[src/hdl/nprt_pkg.sv]
// ----------------------------------------------------------------------------
// nprt_pkg
// Shared types and codes for the nearest-point-in-range table.
// ----------------------------------------------------------------------------
package nprt_pkg;

  localparam logic [2:0] ACT_REGISTER   = 3'd0;
  localparam logic [2:0] ACT_UNREGISTER = 3'd1;
  localparam logic [2:0] ACT_UPDATE     = 3'd2;
  localparam logic [2:0] ACT_IGNORE     = 3'd3;
  localparam logic [2:0] ACT_NEAREST    = 3'd4;
  localparam logic [2:0] ACT_COLLECT    = 3'd5;

  localparam logic [2:0] STS_OK        = 3'd0;
  localparam logic [2:0] STS_DUP       = 3'd1;
  localparam logic [2:0] STS_NOT_REG   = 3'd2;
  localparam logic [2:0] STS_NONE      = 3'd3;
  localparam logic [2:0] STS_BAD_ACT   = 3'd4;

  localparam int RESULT_CAP = 64;
  localparam int DIST_W     = 50;

  typedef enum logic [1:0] {
    ST_IDLE,
    ST_SCAN,
    ST_EMIT
  } state_e;

  typedef struct packed {
    logic [2:0]         action;
    logic [5:0]         entity_id;
    logic signed [23:0] pos_x;
    logic signed [23:0] pos_y;
    logic               unavailable;
    logic [22:0]        range;
    logic [6:0]         limit;
    logic               sort_by_distance;
  } in_t;

  typedef struct packed {
    logic [2:0]  status;
    logic [5:0]  result_id;
    logic [49:0] distance_sq;
    logic [6:0]  active_count;
    logic        last;
  } out_t;

  // Per-cycle command to every cell of the result chain
  typedef struct packed {
    logic clr;
    logic ins;
    logic pop;
    logic sorted;
  } cell_ctrl_t;

endpackage

[src/hdl/nprt_dist.sv]
// ----------------------------------------------------------------------------
// nprt_dist
// Three-stage squared-distance unit: abs diff, square, sum.
// ----------------------------------------------------------------------------
module nprt_dist
  import nprt_pkg::*;
#(
  parameter int C  = 24,
  parameter int IW = 6
) (
  input  logic                clk_i,
  input  logic                rst_ni,
  input  logic                vld_i,
  input  logic [IW-1:0]       id_i,
  input  logic                ok_i,
  input  logic signed [C-1:0] ox_i,
  input  logic signed [C-1:0] oy_i,
  input  logic signed [C-1:0] px_i,
  input  logic signed [C-1:0] py_i,
  output logic                vld_o,
  output logic [IW-1:0]       id_o,
  output logic                ok_o,
  output logic [2*C:0]        d_o,
  output logic                busy_o
);

  logic signed [C:0] dxs, dys;
  logic [C-1:0]      dx_d, dy_d, dx_q, dy_q;
  logic [2*C-1:0]    sx_q, sy_q;
  logic              v1_q, v2_q, ok1_q, ok2_q;
  logic [IW-1:0]     id1_q, id2_q;

  always_comb begin
    dxs  = {ox_i[C-1], ox_i} - {px_i[C-1], px_i};
    dys  = {oy_i[C-1], oy_i} - {py_i[C-1], py_i};
    dx_d = dxs[C] ? C'(-dxs) : dxs[C-1:0];
    dy_d = dys[C] ? C'(-dys) : dys[C-1:0];
  end

  always_ff @(posedge clk_i or negedge rst_ni) begin
    if (!rst_ni) begin
      v1_q  <= 1'b0;
      v2_q  <= 1'b0;
      vld_o <= 1'b0;
    end else begin
      v1_q  <= vld_i;
      v2_q  <= v1_q;
      vld_o <= v2_q;
    end
  end

  always_ff @(posedge clk_i) begin
    dx_q  <= dx_d;
    dy_q  <= dy_d;
    id1_q <= id_i;
    ok1_q <= ok_i;
    sx_q  <= dx_q * dx_q;
    sy_q  <= dy_q * dy_q;
    id2_q <= id1_q;
    ok2_q <= ok1_q;
    d_o   <= {1'b0, sx_q} + {1'b0, sy_q};
    id_o  <= id2_q;
    ok_o  <= ok2_q;
  end

  assign busy_o = v1_q | v2_q | vld_o;

endmodule

[config.mk]
export PLATFORM = sky130hd
export DESIGN_NAME = nprt_dist
export DESIGN_NICKNAME = d
export VERILOG_FILES = /design/src/hdl/nprt_pkg.sv /design/src/hdl/nprt_dist.sv
export SDC_FILE = /design/constraint.sdc
export NUM_CORES = 2
export LEC_CHECK = 0
export ABC_AREA = 1
export BUFFER_PORTS_ARGS = -buffer_cell sky130_fd_sc_hd__buf_2
export CORE_MARGIN = 8
export CORE_UTILIZATION = 55
export DETAILED_ROUTE_END_ITERATION = 10
export GPL_TIMING_DRIVEN = 0
export HOLD_SLACK_MARGIN = 0.12
export PLACE_DENSITY_LB_ADDON = 0.25
export SETUP_SLACK_MARGIN = 0.4
export SYNTH_ARGS = -nofsm -noshare
export SYNTH_HDL_FRONTEND = slang
export SYNTH_SLANG_ARGS = --single-unit
[constraint.sdc]
create_clock -name clk_i -period 7.7 [get_ports clk_i]
set_input_delay 1.155 -clock clk_i [delete_from_list [all_inputs] [get_ports clk_i]]
set_output_delay 1.155 -clock clk_i [all_outputs]
set_load 0.005 [all_outputs]
== Word level (Yosys, flattened, before mapping) ==
Cells that the tools add are included.
Widths: inputs -> output; s select.
Storage, ports and cells
  register bits: 217
  input port bits: 106
Cells by class
  add/sub/neg operators: 5
  $mul: 2
  mux-type cells: 2
  bitwise gates (word level): 2
Operator list (number)
  $mul 24x24->48: 2
  $sub 24x24->25: 2
  $add 48x48->49: 1
  $mux 24: 2
  $neg 24->24: 2
  $or 1x1->1: 2

== Logic depth before layout (Yosys ltp) ==
  word-level depth: 3
  gate-level depth with buffers: 30
  gate-level depth less buffers: 29

== Worst setup path before layout ==
OpenSTA, ideal clock, no wires.
  path kind: register -> register
  from: register dy_q[14]
  to: register sy_q[43]
  setup time: 120 ps
  data arrival time: 6038 ps
  slack: 1542 ps
  cell stages (with the launch flop): 26
  path buffers: 1
  period minus slack after synthesis: 6158 ps
  path through: dfxtp_1 clkbuf_1 nand2_1 fa_1 inv_1 fa_1 inv_1 fa_1 inv_1 fa_1 inv_1 fa_1 inv_1 fa_1 inv_1 fa_1 inv_1 ha_1 a21oi_1 o21ai_0 nor2_1 o21ai_0 a21oi_1 o21bai_1 a21oi_1 xnor2_1
Between the ends
  cells in the longest elaborated chain, start to end: 1
RTL lines
  start: declaration: line nprt_dist.sv:28  | logic [C-1:0] dx_d, dy_d, dx_q, dy_q;
  start signal: assignment: line nprt_dist.sv:54  | dy_q <= dy_d;
  $mul 24x24->48: line nprt_dist.sv:58  | sy_q <= dy_q * dy_q;
  end signal: assignment: line nprt_dist.sv:58
  end: declaration: line nprt_dist.sv:29  | logic [2*C-1:0] sx_q, sy_q;
No other way between the ends.

== Final worst setup path ==
  from: register dx_q[23]
  to: register sx_q[45]
Between the ends
  cells in the longest elaborated chain, start to end: 1
RTL lines
  start: declaration: line nprt_dist.sv:28
  start signal: assignment: line nprt_dist.sv:53  | dx_q <= dx_d;
  $mul 24x24->48: line nprt_dist.sv:57  | sx_q <= dx_q * dx_q;
  end signal: assignment: line nprt_dist.sv:57
  end: declaration: line nprt_dist.sv:29
No other way between the ends.

==> impl_metrics.tcl <==
set metrics [dict create \
    top_layer "met5" \
    hold_slack_ns 0.3262 \
    cts_tree "yes" \
    setup_viol 0 \
    syn_to_final_growth_pct 7.387 \
    m1WireLength_microns 54410 \
    path_buf_inv 4 \
    grt_pass1_wl_microns 201000 \
    finish.utilization 0.5947 \
    wl_met3_microns 12890 \
    ys_seq_elements 215 \
    cpMaxStageDelayCell "fa_1" \
    wl_per_cell_microns 17.95 \
    skew_ns 0.03215 \
    cp-start-kind "flop" \
    dieArea_sq_mm 0.09185 \
    numPortBuffers 163 \
    placed_area_sq_mm 0.04748 \
    coreArea_sq_mm 0.08185 \
    synthFlopType "dfxtp_1" \
    avgSynthCellArea_sq_um 7.836 \
    crit_top_cell "fa_1" \
    grt-ovfl-total 0 \
    wirelength_microns 126800 \
    crit_arrival_ns 7.53 \
    vias_per_cell 5.200 \
    finalCritPeriodShare 0.9228 \
    grt_setup_unrepaired "false" \
    async_flop_share 0.01395 \
    met2_length_microns 55120 \
    h-tree-depth 1 \
    drive_gt1_frac 0.06474 \
    track_usage 0.2811 \
    status "completed" \
    synth_edf_count 0 \
    die_w_microns 303.1 \
    root_buffer "clkbuf_16" \
    end_kind "flop" \
    synth_cell_types 48 \
    ioPinCount 164 \
    antenna_found_initial 1 \
    r2r_slack_ns 0.59 \
    period_needed_ns 7.106 \
    crit_fanout 10 \
    antenna_cells 0 \
    finalHoldViolCount 0 \
    cts.sinks 215 \
    yosysSeqAreaShare 0.09530 \
    clkTransAtPathRegs_ns 0.06 \
    dp_hpwl_microns 108000 \
    path_class "reg -> reg" \
    clock_path_buffers 3 \
    syn-cell-area_sq_mm 0.04532 \
    place.gp.congestion 0.9902 \
    drt_iter0_markers 2626 \
    fmax_ghz 0.1407 \
    synth_warnings 0 \
    ant_nets 0 \
    min_path_type "reg -> reg" \
    first_global_vias 38029 \
    drc 0 \
    vias 36727 \
    slew_headroom 0.5800 \
    cts_buffers 25 \
    fp.dieH_microns 303.1 \
    dr.pass1.iters 5 \
    core.rowCount 105 \
    slew_viol_final 0 \
    clkLatencyLatePin_ns 0.58 \
    fin_nets 7379 \
    worst_pin_slew_ns 0.6300 \
    cap_violations 0 \
    path_cells "clkbuf_1 > nand2_1 > inv_1 > fa_1 > inv_1 > fa_1 > fa_1 > fa_1 > fa_1 > inv_1 > fa_1 > ha_1 > ha_1 > a21oi_1 > a21boi_0 > o221ai_1 > a21oi_1 > nand3_1 > nand2_1 > nand3_1 > xor2_1" \
    cpPeakStageDelay_ns 0.60 \
    postLayoutCellArea_sq_mm 0.04867 \
    grt_max_degree 15 \
    path_delay_family "adder cells" \
    hold_buffers 0 \
    start_util 0.5538 \
    worstPathRequired_ns 8.13 \
    syn_inst 5784 \
    syn_nets 7189 \
]
[metal layers]
| metal | global-route usage | up-vias |
|---|---|---|
| met2 | 0.4371 | 1470 |
| met3 | 0.07331 | 258 |
| li1 | - | 17286 |
| met5 | 0 | - |
| met1 | 0.3832 | 17711 |
| met4 | 0.08917 | 2 |
[placed cells by master, fill, tap and decap left out, types with 8 or more instances in the layout]
cell type	Yosys	routed
inv_1	1762	1762
nand2_1	1193	1193
fa_1	845	845
ha_1	454	454
nor2_1	293	293
a21oi_1	222	221
dfxtp_1	212	176
buf_2	1	173
o21ai_0	124	122
nand3_1	122	121
xor2_1	117	117
xnor2_1	77	77
clkbuf_2	0	53
a31oi_1	46	46
nand4_1	35	35
dfxtp_2	0	35
clkbuf_4	0	32
clkbuf_16	0	25
nor3_1	19	19
o21bai_1	18	18
a21o_1	16	16
nand3b_1	15	15
nand2_2	14	14
o21a_1	12	12
nor4_1	17	12
o21ai_1	8	10
o211ai_1	8	8
[cells in the mapped netlist, types with 2 or more instances]
library cell | count | area share
dfxtp_1 | 212 | 0.094
nand2_1 | 1193 | 0.099
o211ai_1 | 8 | 0.0013
nor2_4 | 3 | 0.00075
o31ai_1 | 5 | 0.00083
o21ai_1 | 8 | 0.00088
o21ai_0 | 124 | 0.014
nor2_2 | 3 | 0.00041
nor4_1 | 17 | 0.0023
nand3_2 | 6 | 0.0013
ha_1 | 454 | 0.13
nor2_1 | 293 | 0.024
or2_2 | 4 | 0.00055
a21boi_0 | 4 | 0.00066
dfrtp_1 | 3 | 0.0017
nor3_1 | 19 | 0.0021
xor2_1 | 117 | 0.023
o21a_1 | 12 | 0.0020
a21o_1 | 16 | 0.0027
a31oi_1 | 46 | 0.0063
a21oi_1 | 222 | 0.025
o21bai_1 | 18 | 0.0030
nand2_2 | 14 | 0.0019
buf_6 | 3 | 0.00075
inv_1 | 1762 | 0.15
a21oi_2 | 2 | 0.00039
fa_1 | 845 | 0.37
a21oi_4 | 2 | 0.00072
nand3_1 | 122 | 0.013
and3_1 | 5 | 0.00069
nand4_1 | 35 | 0.0048
nand3b_1 | 15 | 0.0025
clkbuf_1 | 101 | 0.0084
xnor2_1 | 77 | 0.015
[path summary, 6_finish.rpt]
path | startpoint | to | cells after the start
worst max-delay path | dx_q[23] | sx_q[45] | 21
worst min-delay path | id1_q[3] | id2_q[3] | 0
worst max register to register | dx_q[23] | sx_q[45] | 21
worst min register to register | id1_q[3] | id2_q[3] | 0
max in group asynchronous | rst_ni | v1_q | 1
min in group asynchronous | rst_ni | vld_o | 1
[flip-flops by register name (all words and copies together), names as in the netlist, 6 cells and up]
| register | flops |
|---|---|
| d_o | 49 |
| dx_q | 24 |
| dy_q | 24 |
| id1_q | 6 |
| id2_q | 6 |
| id_o | 6 |
| sx_q | 47 |
| sy_q | 47 |
[cell families (layout without fill, tap and decap cells)]
group | count (synthesis) | in the layout | share of synthesized area
buffers and inverters | 1870 | 2079 | 0.1555
AND/OR/NAND/NOR | 1732 | 1732 | 0.1545
adder cells (fa/ha/maj) | 1299 | 1299 | 0.4986
flip-flops | 215 | 215 | 0.09530
XOR/XNOR | 195 | 195 | 0.03810
AO/OA/AOI/OAI | 473 | 473 | 0.05811
[cell type report]
type / instances / area (sq um)
Clock inverter: 18 / 254.0
Fill cell: 7624 / 33180
Sequential cell: 215 / 4367
Multi-Input combinational cell: 3699 / 34000
Inverter: 1764 / 6621
Clock buffer: 28 / 646.9
Tap cell: 1070 / 1339
Buffer: 106 / 630.6
Timing Repair Buffer: 163 / 815.8
[per-stage QoR]
| stage | cells | setup TNS [ns] | setup WS [ns] |
|---|---|---|---|
| after detailed placement | 7017 | -0.06312 | -0.02858 |
| after CTS | 7063 | 0 | 0.4026 |
| after floorplan | 5784 | 0 | 1.542 |
| after global placement | 7017 | -0.1507 | -0.06411 |
| final | 7063 | 0 | 0.5942 |
| after global routing | 7063 | 0 | 0.3723 |
[timing repair]
item / in CTS / in global routing
endpoints found under the setup margin: 38 / 28
setup buffers: 0 / 0
cloned: 0 / 0
resized for setup: 104 / 121
Power is left out: the tool's default activity adds up to more than one toggle a clock period on the data nets, which glitch-free logic cannot reach.
