<file path="src/hdl/nprt_pkg.sv">
// ----------------------------------------------------------------------------
// nprt_pkg
// Shared types and codes for the nearest-point-in-range table.
// ----------------------------------------------------------------------------
package nprt_pkg;

  localparam logic [2:0] ACT_REGISTER   = 3'd0;
  localparam logic [2:0] ACT_UNREGISTER = 3'd1;
  localparam logic [2:0] ACT_UPDATE     = 3'd2;
  localparam logic [2:0] ACT_IGNORE     = 3'd3;
  localparam logic [2:0] ACT_NEAREST    = 3'd4;
  localparam logic [2:0] ACT_COLLECT    = 3'd5;

  localparam logic [2:0] STS_OK        = 3'd0;
  localparam logic [2:0] STS_DUP       = 3'd1;
  localparam logic [2:0] STS_NOT_REG   = 3'd2;
  localparam logic [2:0] STS_NONE      = 3'd3;
  localparam logic [2:0] STS_BAD_ACT   = 3'd4;

  localparam int RESULT_CAP = 64;
  localparam int DIST_W     = 50;

  typedef enum logic [1:0] {
    ST_IDLE,
    ST_SCAN,
    ST_EMIT
  } state_e;

  typedef struct packed {
    logic [2:0]         action;
    logic [5:0]         entity_id;
    logic signed [23:0] pos_x;
    logic signed [23:0] pos_y;
    logic               unavailable;
    logic [22:0]        range;
    logic [6:0]         limit;
    logic               sort_by_distance;
  } in_t;

  typedef struct packed {
    logic [2:0]  status;
    logic [5:0]  result_id;
    logic [49:0] distance_sq;
    logic [6:0]  active_count;
    logic        last;
  } out_t;

  // Per-cycle command to every cell of the result chain
  typedef struct packed {
    logic clr;
    logic ins;
    logic pop;
    logic sorted;
  } cell_ctrl_t;

endpackage

</file>
<file path="src/hdl/nprt_cell.sv">
// ----------------------------------------------------------------------------
// nprt_cell
// One cell of the insertion chain: holds one hit, shifts on insert or pop.
// ----------------------------------------------------------------------------
module nprt_cell
  import nprt_pkg::*;
#(
  parameter int IW = 6,
  parameter int DW = 49
) (
  input  logic          clk_i,
  input  logic          rst_ni,
  input  cell_ctrl_t    ctrl_i,
  input  logic [IW-1:0] new_id_i,
  input  logic [DW-1:0] new_d_i,
  input  logic          prev_less_i,
  input  logic          prev_v_i,
  input  logic [IW-1:0] prev_id_i,
  input  logic [DW-1:0] prev_d_i,
  input  logic          next_v_i,
  input  logic [IW-1:0] next_id_i,
  input  logic [DW-1:0] next_d_i,
  output logic          less_o,
  output logic          v_o,
  output logic [IW-1:0] id_o,
  output logic [DW-1:0] d_o
);

  // new item goes in front of this cell's entry
  assign less_o = !v_o || (ctrl_i.sorted && (d_o > new_d_i));

  always_ff @(posedge clk_i or negedge rst_ni) begin
    if (!rst_ni) begin
      v_o <= 1'b0;
    end else if (ctrl_i.clr) begin
      v_o <= 1'b0;
    end else if (ctrl_i.pop) begin
      v_o <= next_v_i;
    end else if (ctrl_i.ins && less_o) begin
      v_o <= prev_less_i ? prev_v_i : 1'b1;
    end
  end

  always_ff @(posedge clk_i) begin
    if (ctrl_i.pop) begin
      id_o <= next_id_i;
      d_o  <= next_d_i;
    end else if (ctrl_i.ins && less_o) begin
      id_o <= prev_less_i ? prev_id_i : new_id_i;
      d_o  <= prev_less_i ? prev_d_i : new_d_i;
    end
  end

endmodule

</file>
<file path="config.mk">
export PLATFORM = sky130hd
export DESIGN_NAME = nprt_cell
export DESIGN_NICKNAME = d
export VERILOG_FILES = /design/src/hdl/nprt_pkg.sv /design/src/hdl/nprt_cell.sv
export SDC_FILE = /design/constraint.sdc
export NUM_CORES = 1
export LEC_CHECK = 0
export ABC_AREA = 1
export BUFFER_PORTS_ARGS = -buffer_cell sky130_fd_sc_hd__buf_2
export CORE_UTILIZATION = 49
export DETAILED_ROUTE_END_ITERATION = 10
export PLACE_DENSITY = 0.84
export SYNTH_ARGS = -nofsm -noshare
export SYNTH_HDL_FRONTEND = slang
export SYNTH_SLANG_ARGS = --single-unit
</file>
<file path="constraint.sdc">
create_clock -name clk_i -period 6.26 [get_ports clk_i]
set_input_delay 1.252 -clock clk_i [delete_from_list [all_inputs] [get_ports clk_i]]
set_output_delay 1.252 -clock clk_i [all_outputs]
set_load 0.005 [all_outputs]
</file>
Word level (Yosys, flattened, before mapping)
Index checks and enable logic that the tools add are counted.
- register bits after elaboration: 56
- output and inout port bits: 57
- logic and storage cells: 20
- order comparisons: 1
- multiplexer cells: 10
- reductions and logical operators: 6
- operator list (cell ; number):
    2-to-1 mux 49 bit ; 3
    greater-than comparator 49 bit ; 1
    2-to-1 mux 6 bit ; 3
    2-to-1 mux 1 bit ; 4
    nonzero test 3 bit ; 1
    logical AND 1 bit ; 2
    nonzero test 2 bit ; 1
    zero test 1 bit ; 1
    logical OR 1 bit ; 1

Depth between registers and ports, before layout
Gate-level depths: netlist of the first run.
- depth after elaboration: 7
- gate-level depth with buffers: 18
- mapped depth without buffers: 18

Least setup slack after synthesis of the first run
Ideal clock, no wire load.
- path type: input-to-reg
- from: in new_d_i[48]
- to: reg d_o[0] (enable)
- library setup time: 0.414 ns
- arrival time: 3.576 ns
- slack: 2.270 ns
- stages on the path: 16
- cell sequence: inv_1 > ha_1 > nand2_1 > inv_2 > nand2_4 > nor2_4 > nand2_2 > nor2_2 > inv_1 > nor2_1 > nand2_1 > nand2_1 > nand2_1 > nand2_2 > nand2_2 > nand2_1
- cells in the longest elaborated chain, start to end: 5
- ends and longest elaborated chain (what ; line ; RTL):
    start: declaration ; nprt_cell.sv:15 ; input logic [DW-1:0] new_d_i,
    greater-than comparator 49 bit ; nprt_cell.sv:30 ; assign less_o = !v_o || (ctrl_i.sorted && (d_o > new_d_i));
    logical AND 1 bit ; nprt_cell.sv:30 ;
    logical OR 1 bit ; nprt_cell.sv:30 ;
    via less_o ; nprt_cell.sv:23 ; output logic less_o,
    logical AND 1 bit ; nprt_cell.sv:48 ; end else if (ctrl_i.ins && less_o) begin
    nonzero test 2 bit (no source line) ; -- ;
    end signal: assignment ; nprt_cell.sv:47 ; d_o <= next_d_i;
    end signal: assignment ; nprt_cell.sv:50 ; d_o <= prev_less_i ? prev_d_i : new_d_i;
    end: declaration ; nprt_cell.sv:26 ; output logic [DW-1:0] d_o
The timed path passes the listed nets, and every way through them passes these cells.
A chain may end at the register's enable or synchronous reset.

Worst setup path in the final report of the first run
- from: in new_d_i[48]
- to: out less_o
- cells in the longest elaborated chain, start to end: 3
- ends and longest elaborated chain (what ; line):
    greater-than comparator 49 bit ; nprt_cell.sv:30
    logical AND 1 bit ; nprt_cell.sv:30
    logical OR 1 bit ; nprt_cell.sv:30
    end: declaration ; nprt_cell.sv:23
No other way between the ends.

==> metrics.csv, run 1 <==
stage,metric,value,unit
grt,GR Util met1,0.326,
placed_design,Placer Congestion,0.885,
sta,fmax,249,MHz
worst_setup_path,largest fanout on the critical path,2,
layout,highest-count cells in the layout ignoring fill and taps,"230 x buf_2, 128 x a21oi_1, 120 x nand2_1, 71 x nor2_1, 60 x inv_1",
layout,FF/Latch Area,1680,um^2
worst_setup_path,crit-path cells,"buf_2, inv_1, ha_1, nand2_1, inv_2, nand2_4, nor2_4, nand2_2, nor2_2, inv_1, o21a_1, nand2_1, nand2_2, buf_2",
floorplanning,die width,94.8,um
sta,setup_tns,0,ns
layout,Final nets,988,
worst_setup_path,Crit. End Element,output pin,
floorplanning,Core ar.,8260,um^2
floorplanning,Die Footprint,8990,um^2
synth,Syn Inst Count,548,
synth,Post-Syn Nets,771,
power,Comb pwr share,0.313,
min_path,Min-Delay Startpoint,v_o,
power,power per cell area,178,nW/um^2
power,Leakage,2.96,nW
floorplanning,Initial Util,0.511,
route,Via density,5.22,
power,Flop pwr share,0.487,
layout,area of the multi-input gates,2190,um^2
cts,clock root buffer,clkbuf_8,
cts,Max clock buf depth,2,
grt,layer carrying the most global-route usage,met2,
placed_design,DP Worst Slack,2.16,ns
sta,final setup vio count,0,
layout,Syn-to-layout area delta,30.9,%
cts,Worst-Skew Late Latency,0.31,ns
grt,met3 GRT Util,0.0411,
min_path,Hold Path Sink,v_o,
sta,RSZ-0062 raised after global routing,no,
worst_setup_path,CP max-delay cell,ha_1,
sta,clock skew,0.0111,ns
worst_setup_path,critical setup path kind,input port to output pin,
worst_setup_path,Worst EP required,5.01,ns
cts,PostCTS Resize Cnt,0,
job,max_cap viols,0,
sta,Rel. slew slack,0.363,
sta,fin crit period,4.02,ns
route,DRC Markers,0,
route,drt total wl,12600,um
sta,Final Max Slew Viols,0,
route,1st-iter DRT viols,176,
worst_setup_path,FF-to-FF path depth,16,
layout,fraction of layout cells with a size suffix above 1,0.341,
layout,n_diodes,0,
cts,cts bufs inserted,5,
floorplanning,chip height,94.8,um
synth,Synth Register Bits,56,
power,Internal,0.673,mW
worst_setup_path,CP max stage delay,0.30,ns
synth,Mapped Avg Cell Area,7.70,um^2
sta,Hold Fails Final Rpt,0,
cts,"Hold-fix buffers, CTS",0,
synth,part of the Yosys area used for sequential elements,0.397,
grt,vias in the first global route,4304,
placed_design,DP Wirelength,9700,um
grt,Overflow after GRT,0,
cts,H-tree lvl count,2,
synth,Ys Warns,0,
power,VDD IR-drop max,0.100,mV
grt,GRT Total Usage,0.277,
grt,met2 Use GR,0.511,
placed_design,I/O Buffers,230,
worst_setup_path,"reg-to-reg slack, setup",3.20,ns
placed_design,placed insts,863,
route,per-cell routed wire length,14.5,um
layout,final std cells w/o fill,871,
sta,hold_ws,0.646,ns
outcome,status,finished clean,
grt,largest net degree at the start of global routing,59,
route,DR pass1 iterations,4,
min_path,min-delay worst type,register to register,
route,Vias,4548,
cts,Post CTS Setup Buffer Count,0,
power,Switching Share,0.317,
worst_setup_path,R2R Path End,d_o[9],
power,P_sw,0.312,mW
layout,"most common cell after layout, fill and taps aside",buf_2,
synth,"Distinct cells, synth",24,
sta,Final period util,0.642,
floorplanning,I/O pins,231,
cts,TritonCTS Sinks,56,
sta,final setup margin,2.24,ns
worst_setup_path,Reg2Reg Launch Point,d_o[48],
sta,worst slew pin tran,0.956,ns
cts,CTS tree,done,
grt,first-pass GRT wire length,19300,um
worst_setup_path,CP startpoint kind,input port,
synth,Mapped Area,4220,um^2
grt,initial antenna violation count,1,
layout,Layout fillers,738,
route,post-route ant nets,0,
floorplanning,num rows,33,
min_path,WHS Path Cells,2,
power,power share of the clock group,0.200,
cts,Clock Pin Slew Worst Setup and Hold Paths,0.10,ns
worst_setup_path,Worst Path Arrival,2.77,ns
-- critical path: cells and delay by family --
| kind | cells | cell delay [ns] |
|---|---|---|
| buf+inv | 5 | 0.42 |
| simple gates | 7 | 0.62 |
| fa+ha+maj | 1 | 0.30 |
| compound gates | 1 | 0.18 |
-- cell families (layout without fill, tap and decap cells) --
| logic type | Yosys count | after routing | share of synthesized area |
|---|---|---|---|
| AOI/OAI and AO/OA | 137 | 137 | 0.165 |
| adders and majority gates | 49 | 49 | 0.145 |
| buffers and inverters | 94 | 312 | 0.0845 |
| DFF | 56 | 56 | 0.397 |
| and+or+nand+nor | 212 | 212 | 0.208 |
-- layer usage --
layer  part of all wire  routed length, um
met5             0.0010                 13
met1               0.40               5060
met2               0.52               6570
met3              0.052                661
met4              0.024                303
-- sequential cells by signal (all words and copies together), names as in the netlist --
name  cells
d_o      49
id_o      6
v_o       1
-- layout make-up --
cell class,instances,share of cell area
timing repair buffer,234,0.214
tap,105,0.0238
multi-input combinational,398,0.396
clock inverter,3,0.00249
inverter,70,0.0476
clock buffer,5,0.0125
sequential,56,0.304
-- power groups by stage --
| stage | Sequential (mW) | Combinational (mW) | Clock, mW |
|---|---|---|---|
| 6_report | 0.480 | 0.309 | 0.197 |
| 2_1_floorplan | 0.490 | 0.162 | 0 |
| 3_3_place_gp | 0.486 | 0.294 | 0 |
| 3_5_place_dp | 0.488 | 0.308 | 0 |
| 5_1_grt | 0.484 | 0.349 | 0.218 |
| 4_1_cts | 0.480 | 0.310 | 0.201 |
-- synth_stat cells (all sizes together) --
master	count	area share
a21oi	128	0.15
o21ai	4	0.0047
nand2	126	0.12
nand3	4	0.0047
buf	5	0.0053
dfrtp	1	0.0059
o21a	1	0.0018
inv	69	0.061
edfxtp	55	0.39
nand4	3	0.0080
clkinv	1	0.00089
clkbuf	19	0.017
a21o	4	0.0071
ha	49	0.15
nand3b	2	0.0036
nor3	2	0.0024
nor2	75	0.071
-- how the worst max path moves through the flow --
| stage | start | end | slack, ns |
|---|---|---|---|
| 2_1_floorplan | new_d_i[48] | d_o[0] | 2.27 |
| 3_3_place_gp | new_d_i[48] | d_o[18] | 2.29 |
| 3_5_place_dp | new_d_i[40] | d_o[16] | 2.16 |
| 4_1_cts | new_d_i[40] | less_o | 2.22 |
| 5_1_grt | new_d_i[48] | less_o | 2.12 |
| 6_report | new_d_i[48] | less_o | 2.24 |
-- per-stage QoR --
stage          total power, mW  utilization  area (um^2)
2_1_floorplan            0.653            -         4220
3_3_place_gp             0.780        0.659         5440
3_5_place_dp             0.797        0.659         5440
4_1_cts                  0.991        0.669         5520
5_1_grt                   1.05        0.669         5520
6_report                 0.985        0.669         5520
No activity file was read; power rests on OpenSTA's default activity.
==> run 2: changes to the inputs <==
ABC_AREA = 0   (was 1)
CORE_UTILIZATION = 46   (was 49)
PLACE_DENSITY = 0.8   (was 0.84)
clock period = 3.7 ns   (was 6.26 ns; I/O delays follow)
==> run 2 against run 1 <==
  * First-iteration DRC count down 43%
  * Core utilization down 3.6 points
  * Critical endpoint unchanged
  * Critical path type unchanged
  * Synthesized cell count down 21%
  * Power up 80%
  * Non-clock buffer count unchanged
==> metrics.csv, run 2 <==
stage,metric,value,unit
worst_setup_path,critical setup path kind,input port to output pin,
cts,Clock Pin Slew Worst Setup and Hold Paths,0.10,ns
cts,Max clock buf depth,2,
sta,Rel. slew slack,0.394,
sta,fmax,302,MHz
layout,Layout fillers,756,
cts,TritonCTS Sinks,56,
job,max_cap viols,0,
floorplanning,num rows,34,
grt,vias in the first global route,4037,
cts,"Hold-fix buffers, CTS",0,
cts,Post CTS Setup Buffer Count,0,
layout,Post-Route Utilization,0.633,
synth,Ys Warns,0,
sta,Final Max Slew Viols,0,
synth,Yosys top cell by area,edfxtp_1,
layout,max reg flops,49,
layout,Top reg by flops,d_o,
synth,Mapped Area,4180,um^2
power,Overall Power,1.77,mW
sta,fin crit period,3.31,ns
synth,top post-synthesis cells by area,"edfxtp_1 40%, ha_1 15%, mux2i_1 13%",
sta,final setup margin,0.386,ns
grt,largest net degree at the start of global routing,112,
layout,"most common cell after layout, fill and taps aside",buf_2,
placed_design,placed insts,759,
synth,Syn Inst Count,435,
synth,share of the synthesized area in the top cell type,0.396,
cts,PostCTS Resize Cnt,0,
cts,H-tree lvl count,2,
worst_setup_path,CP most frequent cell,buf_2,
worst_setup_path,Worst Path Arrival,2.57,ns
grt,GRT Total Usage,0.235,
route,drt total wl,11000,um
sta,Hold Fails Final Rpt,0,
worst_setup_path,Worst EP required,2.96,ns
sta,final setup vio count,0,
sta,worst slew pin tran,0.909,ns
route,Vias,4011,
placed_design,Placer Congestion,0.815,
layout,n_diodes,0,
cts,CTS tree,done,
placed_design,I/O Buffers,230,
floorplanning,Die Footprint,9460,um^2
synth,most numerous cell in the Yosys netlist,nand2_1,
worst_setup_path,crit-path cells,"buf_2, inv_1, ha_1, nand4_2, nor3_4, nand3_2, o31ai_1, and2_1, a31oi_1, buf_2",
sta,Final period util,0.896,
layout,Syn-to-layout area delta,32.8,%
worst_setup_path,largest fanout on the critical path,4,
synth,Synth Register Bits,56,
power,power per cell area,319,nW/um^2
route,DR pass1 iterations,4,
sta,setup_tns,0,ns
synth,ys flop type,edfxtp_1,
synth,ys async rst share,0.0179,
grt,initial antenna violation count,0,
grt,Overflow after GRT,0,
worst_setup_path,CP startpoint kind,input port,
layout,Final nets,881,
worst_setup_path,CP max-delay cell,o31ai_1,
synth,Mapped Avg Cell Area,9.60,um^2
cts,cts bufs inserted,5,
synth,Post-Syn Nets,658,
layout,Final Cell Area,5540,um^2
outcome,status,finished clean,
placed_design,Post-DP Area,5460,um^2
placed_design,DP Wirelength,8960,um
synth,Commonest cells post-synth,"68 x nand2_1, 64 x o21ai_0, 55 x edfxtp_1, 55 x inv_1, 55 x mux2i_1",
floorplanning,Core ar.,8760,um^2
synth,"Distinct cells, synth",39,
sta,RSZ-0062 raised after global routing,no,
placed_design,DP Worst Slack,0.376,ns
power,VDD IR-drop max,0.160,mV
layout,fraction of layout cells with a size suffix above 1,0.384,
floorplanning,die width,97.3,um
worst_setup_path,Crit. End Element,output pin,
route,Via density,5.23,
synth,part of the Yosys area used for sequential elements,0.402,
layout,leading registers by flop count,"d_o: 49 flops, id_o: 6 flops, v_o: 1 flops",
floorplanning,chip height,97.3,um
sta,hold_ws,0.204,ns
route,post-route ant nets,0,
power,Leakage,2.94,nW
min_path,min-delay worst type,input port to asynchronous set/reset pin,
layout,final std cells w/o fill,767,
grt,first-pass GRT wire length,18200,um
route,per-cell routed wire length,14.3,um
route,DRC Markers,0,
synth,"EDFF count, synth",55,
route,1st-iter DRT viols,101,
cts,clock root buffer,clkbuf_8,
sta,clock skew,0.00788,ns
layout,highest-count cells in the layout ignoring fill and taps,"228 x buf_2, 68 x nand2_1, 64 x o21ai_0",
cts,Worst-Skew Late Latency,0.31,ns
worst_setup_path,CP max stage delay,0.43,ns
floorplanning,I/O pins,231,
floorplanning,Initial Util,0.476,
run 2: logic make-up (layout without fill, tap and decap cells):
group	Yosys count	after routing	share of synthesized area
AOI/OAI and AO/OA	99	99	0.132
DFF	56	56	0.402
muxes	55	55	0.132
and+or+nand+nor	103	103	0.120
adders and majority gates	49	49	0.147
buffers and inverters	73	297	0.0674
run 2: final cells by class:
cell class / instances / area (um^2) / share of cell area
flip-flops and latches: 56 / 1680 / 0.302
multi-input cells: 306 / 2230 / 0.403
clock inverters: 3 / 13.8 / 0.00248
repair buffers: 234 / 1210 / 0.218
clock buffers: 5 / 68.8 / 0.0124
well taps: 108 / 135 / 0.0244
inverters: 55 / 206 / 0.0372
run 2: path summary, 6_finish.rpt:
check                      depth (start not counted)  endpoint  slack, ns          from
max                                               10    less_o       0.39   new_d_i[40]
min                                                1       v_o       0.20        rst_ni
max reg2reg                                        8    d_o[2]       1.03       d_o[44]
min reg2reg                                        5       v_o       0.86       d_o[48]
max in group asynchronous                          1       v_o       3.40        rst_ni
min in group clk_i                                 3   d_o[47]       0.71  next_d_i[47]
run 2: worst max-delay path, delay by kind of cell:
kind	cells	cell delay, ns
AND/OR/NAND/NOR	4	0.76
AO/OA/AOI/OAI	2	0.47
buffers and inverters	3	0.28
adder cells (fa/ha/maj)	1	0.32
run 2: per-layer routing:
layer,wire length (um),global-route usage
met5,0,0
met3,616,0.0403
met4,262,0.0769
met1,4490,0.270
met2,5630,0.438
run 2: power breakdown:
part	leakage [nW]	internal [mW]	switching, mW
sequential	0.566	0.809	0.0456
combinational	2.33	0.279	0.302
clock	0.0453	0.130	0.203
total	2.94	1.22	0.551
