==> src/hdl/nprt_ram.sv <==
// ----------------------------------------------------------------------------
// nprt_ram
// Generic single-port RAM, registered read.
// ----------------------------------------------------------------------------
module nprt_ram #(
  parameter int WIDTH = 8,
  parameter int DEPTH = 64
) (
  input  logic                     clk_i,
  input  logic                     we_i,
  input  logic [$clog2(DEPTH)-1:0] addr_i,
  input  logic [WIDTH-1:0]         wdata_i,
  output logic [WIDTH-1:0]         rdata_o
);

  logic [WIDTH-1:0] mem_q [DEPTH];

  always_ff @(posedge clk_i) begin
    if (we_i) begin
      mem_q[addr_i] <= wdata_i;
    end
    rdata_o <= mem_q[addr_i];
  end

endmodule

==> config.mk <==
export PLATFORM = sky130hd
export DESIGN_NAME = nprt_ram
export DESIGN_NICKNAME = d
export VERILOG_FILES = /design/src/hdl/nprt_ram.sv
export SDC_FILE = /design/constraint.sdc
export NUM_CORES = 1
export LEC_CHECK = 0
export ABC_AREA = 1
export BUFFER_PORTS_ARGS = -buffer_cell sky130_fd_sc_hd__buf_4
export CAP_MARGIN = 40
export CORE_MARGIN = 4
export CORE_UTILIZATION = 59
export CTS_BUF_LIST = sky130_fd_sc_hd__clkbuf_4 sky130_fd_sc_hd__clkbuf_8
export CTS_CLUSTER_SIZE = 30
export DETAILED_ROUTE_END_ITERATION = 7
export HOLD_SLACK_MARGIN = 0.15
export PLACE_DENSITY_LB_ADDON = 0.1
export SLEW_MARGIN = 40
export SYNTH_ARGS = -nofsm -noshare
export SYNTH_HDL_FRONTEND = slang
export SYNTH_SLANG_ARGS = --single-unit
==> constraint.sdc <==
create_clock -name clk_i -period 2 [get_ports clk_i]
set_input_delay 0.1 -clock clk_i [delete_from_list [all_inputs] [get_ports clk_i]]
set_output_delay 0.1 -clock clk_i [all_outputs]
set_load 0.03 [all_outputs]
# Word level (Yosys, flattened, before mapping)
# Memory sizes are Yosys's and may differ from the RTL's. A register that Yosys moved wholly into a read port is not among the register bits.
# Cells that the tools add are included.
[totals]
register_bits = 0
mem_bits_rw = 512
in_bits = 16
output_inout_bits = 8
wordCells = 3
mem_count = 1
[memory_table]
columns = ["memory", "words", "word_bits", "rd", "rd_clocked_by_memory_dff", "write_ports", "line_no", "text"]
rows = [
  ["mem_q", 64, 8, 1, 1, 1, "16", "logic [WIDTH-1:0] mem_q [DEPTH];"],
]
[op_classes]
n_mux = 2
[op_table]
columns = ["cell", "n"]
rows = [
  ["$mux W1", 2],
]

# Depth between registers and ports, before layout
# Gate-level depths: netlist of run 1.
[depth]
ltp_word = 2
depth_mapped = 13
ltp_nobuf = 11

# Worst setup path before layout of run 1
# Ideal clock, no wire load.
[synth_timing]
kind = "in2reg"
start = "input port addr_i[3]"
end = "memory mem_q[41][0], enable pin"
t_arrival_ns = 1.674
path_slack_ns = -0.069
cell_stages = 5
n_path_buf = 1
cell_sequence = "buf_2 -> inv_2 -> nor3_2 -> inv_2 -> nor4_1"
[synth_lines]
columns = ["element", "line_no", "text"]
rows = [
  ["start, declared", "11", "input logic [$clog2(DEPTH)-1:0] addr_i,"],
  ["end, declared", "16", ""],
]
# Straight into the memory's write port.

==> results of run 1 <==
-- synth_stat cells, types with 3 or more instances --
cell type	number	area (um^2)
sky130_fd_sc_hd__buf_2	52	260
sky130_fd_sc_hd__nor3_2	8	80.1
sky130_fd_sc_hd__or2_1	3	18.8
sky130_fd_sc_hd__nand2_1	1384	5190
sky130_fd_sc_hd__buf_4	7	52.6
sky130_fd_sc_hd__buf_6	15	169
sky130_fd_sc_hd__inv_2	4	15.0
sky130_fd_sc_hd__edfxtp_1	512	15400
sky130_fd_sc_hd__o211ai_1	5	37.5
sky130_fd_sc_hd__nand3_1	13	65.1
sky130_fd_sc_hd__clkbuf_1	23	86.3
sky130_fd_sc_hd__o21ai_1	6	30.0
sky130_fd_sc_hd__buf_1	4	15.0
sky130_fd_sc_hd__dfxtp_1	8	160
sky130_fd_sc_hd__nor2_1	87	327
sky130_fd_sc_hd__inv_1	25	93.8
sky130_fd_sc_hd__or2_2	3	18.8
-- cell families after synthesis --
group,after synthesis,share of synthesized area
and+or+nand+nor,1504,0.260
AOI/OAI and AO/OA,12,0.00329
buffers and inverters,131,0.0316
DFF,520,0.705
-- flip-flops by register name, indices dropped and copies added (netlist names) --
name,count
rdata_o,8
mem_q,512
-- power by group through the flow --
stage	Combinational, mW	Clock [mW]	Sequential, mW
after global routing	1.71	9.50	12.1
final	1.54	8.81	12.1
after CTS	1.54	8.97	12.1
after detailed placement	1.50	0	12.3
after floorplan	0.824	0	12.4
after global placement	1.49	0	12.3
-- critical path, stage by stage --
cell and delay (ps):
sky130_fd_sc_hd__dlygate4sd3_1 570, sky130_fd_sc_hd__buf_4 210, sky130_fd_sc_hd__inv_2 80, sky130_fd_sc_hd__buf_6 440, sky130_fd_sc_hd__nand2_1 100, sky130_fd_sc_hd__nand2_1 120, sky130_fd_sc_hd__nand2_1 90, sky130_fd_sc_hd__nand2_1 70
sky130_fd_sc_hd__nor2_1 40, sky130_fd_sc_hd__dlygate4sd3_1 560, sky130_fd_sc_hd__nand2_1 60
-- worst max path at each step --
stage                              to  cells past startpoint      start  slack, ps
2_1_floorplan  mem_q[41][0]$_DFFE_PP_                      5  addr_i[3]        -70
3_3_place_gp       rdata_o[6]$_DFF_P_                     10  addr_i[0]        170
3_5_place_dp       rdata_o[6]$_DFF_P_                     10  addr_i[0]        140
5_1_grt            rdata_o[4]$_DFF_P_                     11  addr_i[2]         30
6_report           rdata_o[4]$_DFF_P_                     11  addr_i[2]        110
4_1_cts            rdata_o[1]$_DFF_P_                     11  addr_i[3]          7
-- per-layer routing --
metal	vias up	wire length (um)	track usage
met1	7172	23000	0.377
met4	4	1470	0.0901
li1	7314	-	-
met3	99	3960	0.0483
met5	-	27	0
met2	540	25000	0.420
-- cell type report --
type | count | share of cell area
clock buffers | 116 | 0.0567
clock inverters | 31 | 0.00706
inverters | 30 | 0.00482
multi-input cells | 1516 | 0.232
flip-flops and latches | 520 | 0.617
well taps | 468 | 0.0233
repair buffers | 167 | 0.0594
-- what timing repair did --
item | CTS | global route
endpoints found under the hold margin | 530 | 0
gates resized for setup | 0 | 7
hold buffers | 18 | 0
setup endpoints to repair | 0 | 3
-- per-stage QoR --
stage / cell area, um^2 / setup TNS, ps
after floorplan: 22000 / -1100
after global placement: 23400 / 0
after detailed placement: 23400 / 0
after CTS: 25200 / 0
after global routing: 25200 / 0
final: 25200 / 0
==> run summary, run 1 <==
Relative to the synthesized area, the layout overhead comes to 14.2%. The tools report the via count of the first global-routing pass as 14,953. The clock reaches the later pin of the worst-skew pair after 630 ps.

The detailed-route wire length per cell was 18.8 um; the internal power was 17.3 mW. The tools report the number of warnings printed during yosys synthesis as 0. The analysis attributes to cell leakage a power of 10.7 nW. The share of the cycle needed by the critical path after routing was 0.944. The number of cells on the worst reg-to-reg path is 11. The worst hold path belongs to the class in -> reg. The row count came out at 70.

The sequential cells in the finished layout cover a total of 0.0155 mm^2. Synthesis produced a netlist with a net count of 2,183. The flow ran to the end, and the final reports show no timing, DRC or antenna violations. The net total in the final layout came out at 2,335. The mean number of vias per cell came out at 5.31. The run gives 0 as the number of antenna cells inserted. The floorplan step defined a die boundary enclosing 0.0405 mm^2. The run gives 0 as the final hold violation count. Wires add up to 53,500 um. On the final layout, the worst hold slack is 207 ps. For the pin with the worst max-slew slack, the measured transition is 834 ps.

The switching power is 5.12 mW, and the final antenna-violating net count is 0. Final-report max-slew violation count: 0. The worst setup path is launched from an input pin.

The run gives 0.444 as the remaining max-slew budget at the tightest pin. The peak ir drop on the vdd network is 718 uV. Synthesized area divided by synthesized cell count: 10.2 um^2.

The width of the die was 201 um; the final HPWL from detailed placement was 32,100 um. The total power was 22.5 mW; the maximum clock frequency was 0.530 GHz. Summing all multi-input logic gate instances after layout gives 0.00583 mm^2. The startpoint of the lowest-slack register-to-register path is mem_q[6][4]$_DFFE_PP_.

The number of buffers inserted during clock tree synthesis was 84; the final number of setup-violating endpoints was 0. After detailed routing, the number of remaining DRC violations is 0. STA classifies the critical path endpoint as a flop.

Excluding fillers, the count of instances in the completed layout stands at 2,848. The leading cell type in the layout, fill and taps excluded is sky130_fd_sc_hd__nand2_1. The first global-routing pass estimated 83,400 um of wire. For the combinational share of power, the log shows 0.069. The top-level port count is 24. The number of cells after detailed placement is 2,685. In the layout the commonest cells are sky130_fd_sc_hd__nand2_1 (1,384), sky130_fd_sc_hd__edfxtp_1 (512), sky130_fd_sc_hd__buf_4 (131). TritonCTS built the clock tree.

The worst-case clock skew came out at 22.4 ps. Total grt overflow: 0. The tools report the buffers inserted during post-CTS setup optimization as 0. For the reg-to-reg setup timing slack, the log shows 250 ps. At the end of routability-driven placement, the weighted congestion stood at 0.868. The floorplan step defined a core boundary enclosing 0.0367 mm^2. Counting instances, the worst hold path has a depth of 4. The most common flop cell mapped by yosys is sky130_fd_sc_hd__edfxtp_1. Max-cap violations in this run came to 0. The relative contribution of sequential cells to total power is 0.539, and the arrival time at the worst endpoint is 2460 ps. After clock tree synthesis, the clock-pin slew on the worst setup and hold paths is 60 ps.

The logs give 2 for the initial antenna violation count and 2,167 for the synthesized netlist cell count. In this run the vertical extent of the chip is 201 um. The clock share of power was 0.392. The worst register-to-register path ends at rdata_o[4]$_DFF_P_. The share of the core filled with cells in the final layout is 0.686.

Setup repair after global routing left no endpoint under its margin. The number of enable-type register cells in the synthesized netlist works out to 512. The clock tree synthesis step divided the H-tree into 3 levels. The filler cell count in the final layout is 2,818, and the maximum fanout along the worst path is 60.

Proportion of synthesized flip-flops having asynchronous set or reset: 0. End point of the worst hold path: mem_q[23][6]$_DFFE_PP_. During placement, the flow inserted port buffers numbering 23. After synthesis, the netlist uses 22 different library cells. The switching power as a share of total power was 0.228. For the finished layout, the period the worst path requires is 1890 ps.

Synthesis inferred 520 register bits. Type of the worst setup path: in -> reg. The first routing iteration left 1,491 violations.

The post-layout worst setup margin is 112 ps. The first detailed-routing pass took 6 iterations. The number of vias in the routed layout is 15,129, and the buffer depth of the longest clock path is 3. For this design the ratio of total power to cell area is 893 mW/mm^2.

Total routing resource utilization after global routing: 0.265. The sequential cell area fraction in the yosys report was 0.705; the netlist area before placement was 0.0220 mm^2. For the worst setup path, the data required time is 2570 ps. At the placement stage, the worst setup path has a slack of 139 ps. The worst hold path begins at addr_i[1]. The fraction of final layout cells with drive strength greater than 1 is 0.124. For this design, the sink count on the clock tree is 520. The starting density of the core was 0.601. The largest net degree at the start of global routing was 75. Buffer cell driving the clock tree root: sky130_fd_sc_hd__clkbuf_8.
Power figures use the tool's default switching activity.
==> run 2, diff against run 1 <==
--- a/config.mk
+++ b/config.mk
@@ -5,11 +5,10 @@
 export SDC_FILE = /design/constraint.sdc
 export NUM_CORES = 1
 export LEC_CHECK = 0
-export ABC_AREA = 1
 export BUFFER_PORTS_ARGS = -buffer_cell sky130_fd_sc_hd__buf_4
 export CAP_MARGIN = 40
 export CORE_MARGIN = 4
-export CORE_UTILIZATION = 59
+export CORE_UTILIZATION = 65
 export CTS_BUF_LIST = sky130_fd_sc_hd__clkbuf_4 sky130_fd_sc_hd__clkbuf_8
 export CTS_CLUSTER_SIZE = 30
 export DETAILED_ROUTE_END_ITERATION = 7
==> constraint.sdc (replaced) <==
create_clock -name clk_i -period 2.16 [get_ports clk_i]
set_input_delay 0.108 -clock clk_i [delete_from_list [all_inputs] [get_ports clk_i]]
set_output_delay 0.108 -clock clk_i [all_outputs]
set_load 0.03 [all_outputs]
==> run 2 against run 1 <==
Non-clock buffer count rose by 98; register-to-register slack got worse by 150 ps; clock-buffer cell count rose by 1; global-route usage rose by 4.1 points; cell area fell by 3.3%; sequential share of layout area rose by 2.1 points; routed wire length fell by 4.0%; cell count fell by 34%; critical path type is now reg -> reg; via count fell by 18%; clock skew rose by 7.4 ps; sequential power fell by 7%.
==> run summary, run 2 <==
The H-tree generated during clock tree synthesis spans 3 levels. Together, buffers and inverters on the worst path number 0. The starting density of the core came out at 0.663. The fraction of final layout cells with drive strength greater than 1 was 0.296. The buffer cell driving the clock tree root is sky130_fd_sc_hd__clkbuf_8.

The die is 185 um wide. Top-level port count: 24. The tools report the final-report max-slew violation count as 0. The register with the most flip-flops in the final layout is mem_q.

Number of synthesized register bits: 520. At the end of routability-driven placement, the weighted congestion stood at 0.965. For this run, the leading register cell type out of synthesis is sky130_fd_sc_hd__edfxtp_1. The repair_antennas step left the layout with diodes totalling 0. The total grt overflow was 0. The tools report the total routing resource utilization after global routing as 0.305. TritonCTS built the clock tree.

Using the TritonRoute via totals, the vias-per-cell ratio works out to 6.56. The number of enable-type register cells in the synthesized netlist is 512. In this design, the largest share of critical-path delay is due to multiplexers. The startpoint class of the critical path is a flop. Leaving out fill and tap cells, the most frequent cell in the layout is sky130_fd_sc_hd__edfxtp_1. The tools report the terminus of the critical flop-to-flop path as rdata_o[7]$_DFF_P_. In the routed design, unresolved DRC markers number 0.

Wires add up to 51,400 um. The number of maximum-capacitance violations is 0. Worst hold slack after final layout: 225 ps. The final HPWL from detailed placement was 33,000 um; the share of the cycle needed by the critical path after routing was 0.954.

The floorplan has 64 rows. The tools report the sequential cell area fraction in the yosys report as 0.760. The cell type contributing the most total cell area after synthesis is sky130_fd_sc_hd__edfxtp_1. The worst register-to-register path begins at mem_q[2][7]$_DFFE_PP_. Type of the worst setup path: reg -> reg. The cell with the biggest individual delay on the critical path is sky130_fd_sc_hd__or4b_1. For the floorplan core area, the log shows 0.0308 mm^2. For this design the ratio of total power to cell area is 840 mW/mm^2. The reg-to-reg setup timing slack was 100 ps. The worst setup path is captured at a flop.

The min-delay analysis places its worst path in the category in -> reg. The number of distinct library cells after synthesis came out at 56. The path with the worst hold slack has its endpoint at rdata_o[0]$_DFF_P_. The logs give 605 uV for the peak ir drop on the vdd network and 0 for the final number of setup-violating endpoints. Ranked by total cell area, the synthesized netlist is headed by sky130_fd_sc_hd__edfxtp_1 (75%), sky130_fd_sc_hd__mux4_2 (4.5%), sky130_fd_sc_hd__mux2i_1 (3.1%), sky130_fd_sc_hd__nor2_1 (1.5%), sky130_fd_sc_hd__a22oi_1 (1.5%).

A synthesized cell averages 17.5 um^2. Clock skew on the completed layout was measured at 29.7 ps. The tools report the total clock sinks as 520.

The critical path goes through mux2_1 > mux4_2 > o21ai_2 > o2111ai_2 > or4b_1. The netlist area before placement was 0.0204 mm^2. The flow ran to the end, and the final reports show no timing, DRC or antenna violations. The number of nets produced by synthesis was 1,187; the synthesized netlist cell count was 1,171.

The library cells used most frequently in the layout, excluding fill and tap cells, are sky130_fd_sc_hd__edfxtp_1 (512), sky130_fd_sc_hd__buf_4 (237), sky130_fd_sc_hd__clkbuf_8 (89). In the final routed layout, each cell accounts on average for 27.2 um. The final hold violation count came out at 0. The die footprint was 0.0344 mm^2. In this run the remaining antenna-violating nets after routing total 0.

In this run, placement finished with an instance count of 1,741. The number of buffers inserted during clock tree synthesis is 80, and the minimum clock period after layout is 2060 ps. The most frequent cell after synthesis is sky130_fd_sc_hd__edfxtp_1.

The logs give 100 ps for the post-layout worst setup margin and 2530 ps for the arrival time at the worst endpoint. The detailed router placed 12,401 vias in this run. For the pin with the worst max-slew slack, the measured transition is 810 ps. The hold-critical path depth is 4. The number of non-filler instances in the completed layout was 1,890; the buffers inserted during post-CTS setup optimization was 0.

For the post-placement setup slack, the log shows -313 ps. Clock-pin slew was measured on the worst setup and hold paths at 60 ps. The flip-flop count of the largest register, all copies and words added came out at 512. The first global-routing pass estimated 76,100 um of wire.

The placed instances occupy a cell area of 0.0227 mm^2. In the final layout, the registers with the most flip-flops are mem_q (512), rdata_o (8). For the maximum clock frequency, the log shows 0.485 GHz. The number of buffer cells added on primary ports works out to 23. For this run, the slowest stage of the critical path takes 480 ps.

The number of warnings printed during yosys synthesis is 0, and the die span in y is 185 um. The remaining max-slew budget at the tightest pin is 0.460, and the area growth from synthesis to layout is 19.0%. Proportion of synthesized flip-flops having asynchronous set or reset: 0. The depth of the most critical reg-to-reg path is 5. The worst min-delay path startpoint was addr_i[3]. Entering global routing, the biggest net connects 65 pins. The maximum fanout along the worst path is 1. For the via count of the first global-routing pass, the log shows 12,284.

The clock reaches the later pin of the worst-skew pair after 610 ps. The longest clock path from root to sink contains 3 buffers. The detailed-routing iteration count for the pre-antenna-repair pass came out at 7.

In the synthesized netlist, the cells that appear most often are sky130_fd_sc_hd__edfxtp_1 (512), sky130_fd_sc_hd__nor2_1 (82), sky130_fd_sc_hd__mux2i_1 (63), sky130_fd_sc_hd__nand2_1 (45), sky130_fd_sc_hd__mux4_2 (41). Once layout is done, the placed cells without fillers occupy 0.0243 mm^2. The initial antenna violation count is 0.

For this run, the post-layout net count is 1,453. The run gives 8.42 nW as the leakage component of the power. Violation count after the first detailed-routing iteration: 1,831. The share of the synthesized area in the top cell type was 0.752. For the worst setup path, the data required time is 2630 ps. Setup repair after global routing left no endpoint under its margin.
==> run 2: cell count changes in the layout (fill, tap and decap cells not counted), sizes merged, moves of 12 or more <==
cell / before / now
nand2: 1384 / 45
buf: 150 / 254
mux2i: 0 / 63
mux4: 0 / 41
a22oi: 0 / 40
a21oi: 0 / 28
inv: 29 / 4
nand2b: 0 / 24
o22ai: 0 / 22
a221oi: 0 / 21
a31oi: 0 / 15
mux2: 0 / 12
nand3b: 0 / 12
==> run 2: power breakdown <==
group	total (mW)	leakage, nW	internal (mW)	switching, mW
Combinational	1.40	2.93	0.557	0.848
Sequential	11.2	4.67	11.2	0.0330
Clock	7.84	0.821	4.24	3.60
==> run 2: metal layers <==
| metal | global-route usage | up-vias | wire, um | share of wire |
|---|---|---|---|---|
| li1 | - | 5295 | - | - |
| met2 | 0.466 | 759 | 24100 | 0.47 |
| met1 | 0.428 | 6224 | 19700 | 0.38 |
| met5 | 0 | - | 0 | 0 |
| met4 | 0.122 | 0 | 1850 | 0.036 |
| met3 | 0.0837 | 123 | 5640 | 0.11 |
==> run 2: area by class of cell <==
type,instances,area [um^2]
clock buffer,117,1440
clock inverter,22,100
fill,1663,6480
inverter,3,11.3
multi-input combinational,567,4550
sequential,520,15500
tap,396,495
timing repair buffer,265,2220
==> run 2: cell families after synthesis <==
family                 share of synthesized area
DFF                                        0.760
and+or+nand+nor                           0.0571
AOI/OAI and AO/OA                         0.0808
muxes                                     0.0826
buffers and inverters                     0.0198
==> run 2: worst max-delay path by stage <==
stage / from / endpoint / slack, ps / cells past startpoint
after floorplan: addr_i[1] / mem_q[13][0]$_DFFE_PP_ / -50 / 7
after global placement: addr_i[0] / mem_q[39][7]$_DFFE_PP_ / -300 / 8
after detailed placement: addr_i[0] / mem_q[39][7]$_DFFE_PP_ / -310 / 8
after CTS: mem_q[2][7]$_DFFE_PP_ / rdata_o[7]$_DFF_P_ / 20 / 5
after global routing: mem_q[54][1]$_DFFE_PP_ / rdata_o[1]$_DFF_P_ / 10 / 6
final: mem_q[2][7]$_DFFE_PP_ / rdata_o[7]$_DFF_P_ / 100 / 5
==> run 2: worst min-delay path: stages <==
cell,delay [ps]
sky130_fd_sc_hd__buf_4,170
sky130_fd_sc_hd__and3_1,190
sky130_fd_sc_hd__o21ai_0,150
sky130_fd_sc_hd__nand4_1,140
==> run 2: per-stage QoR <==
| step | power [mW] | setup TNS, ps | util |
|---|---|---|---|
| global placement | 12.7 | -21360 | 0.735 |
| detailed placement | 12.8 | -23320 | 0.735 |
| finish | 20.5 | 0 | 0.790 |
| CTS | 20.5 | 0 | 0.789 |
| floorplan | 12.1 | -3000 | - |
| global route | 21.1 | 0 | 0.790 |
==> run 2: what timing repair did <==
item | CTS | global route
hold endpoints to repair | 516 | 0
endpoints found under the setup margin | 0 | 3
gates resized for setup | 0 | 6
hold buffers | 11 | 0
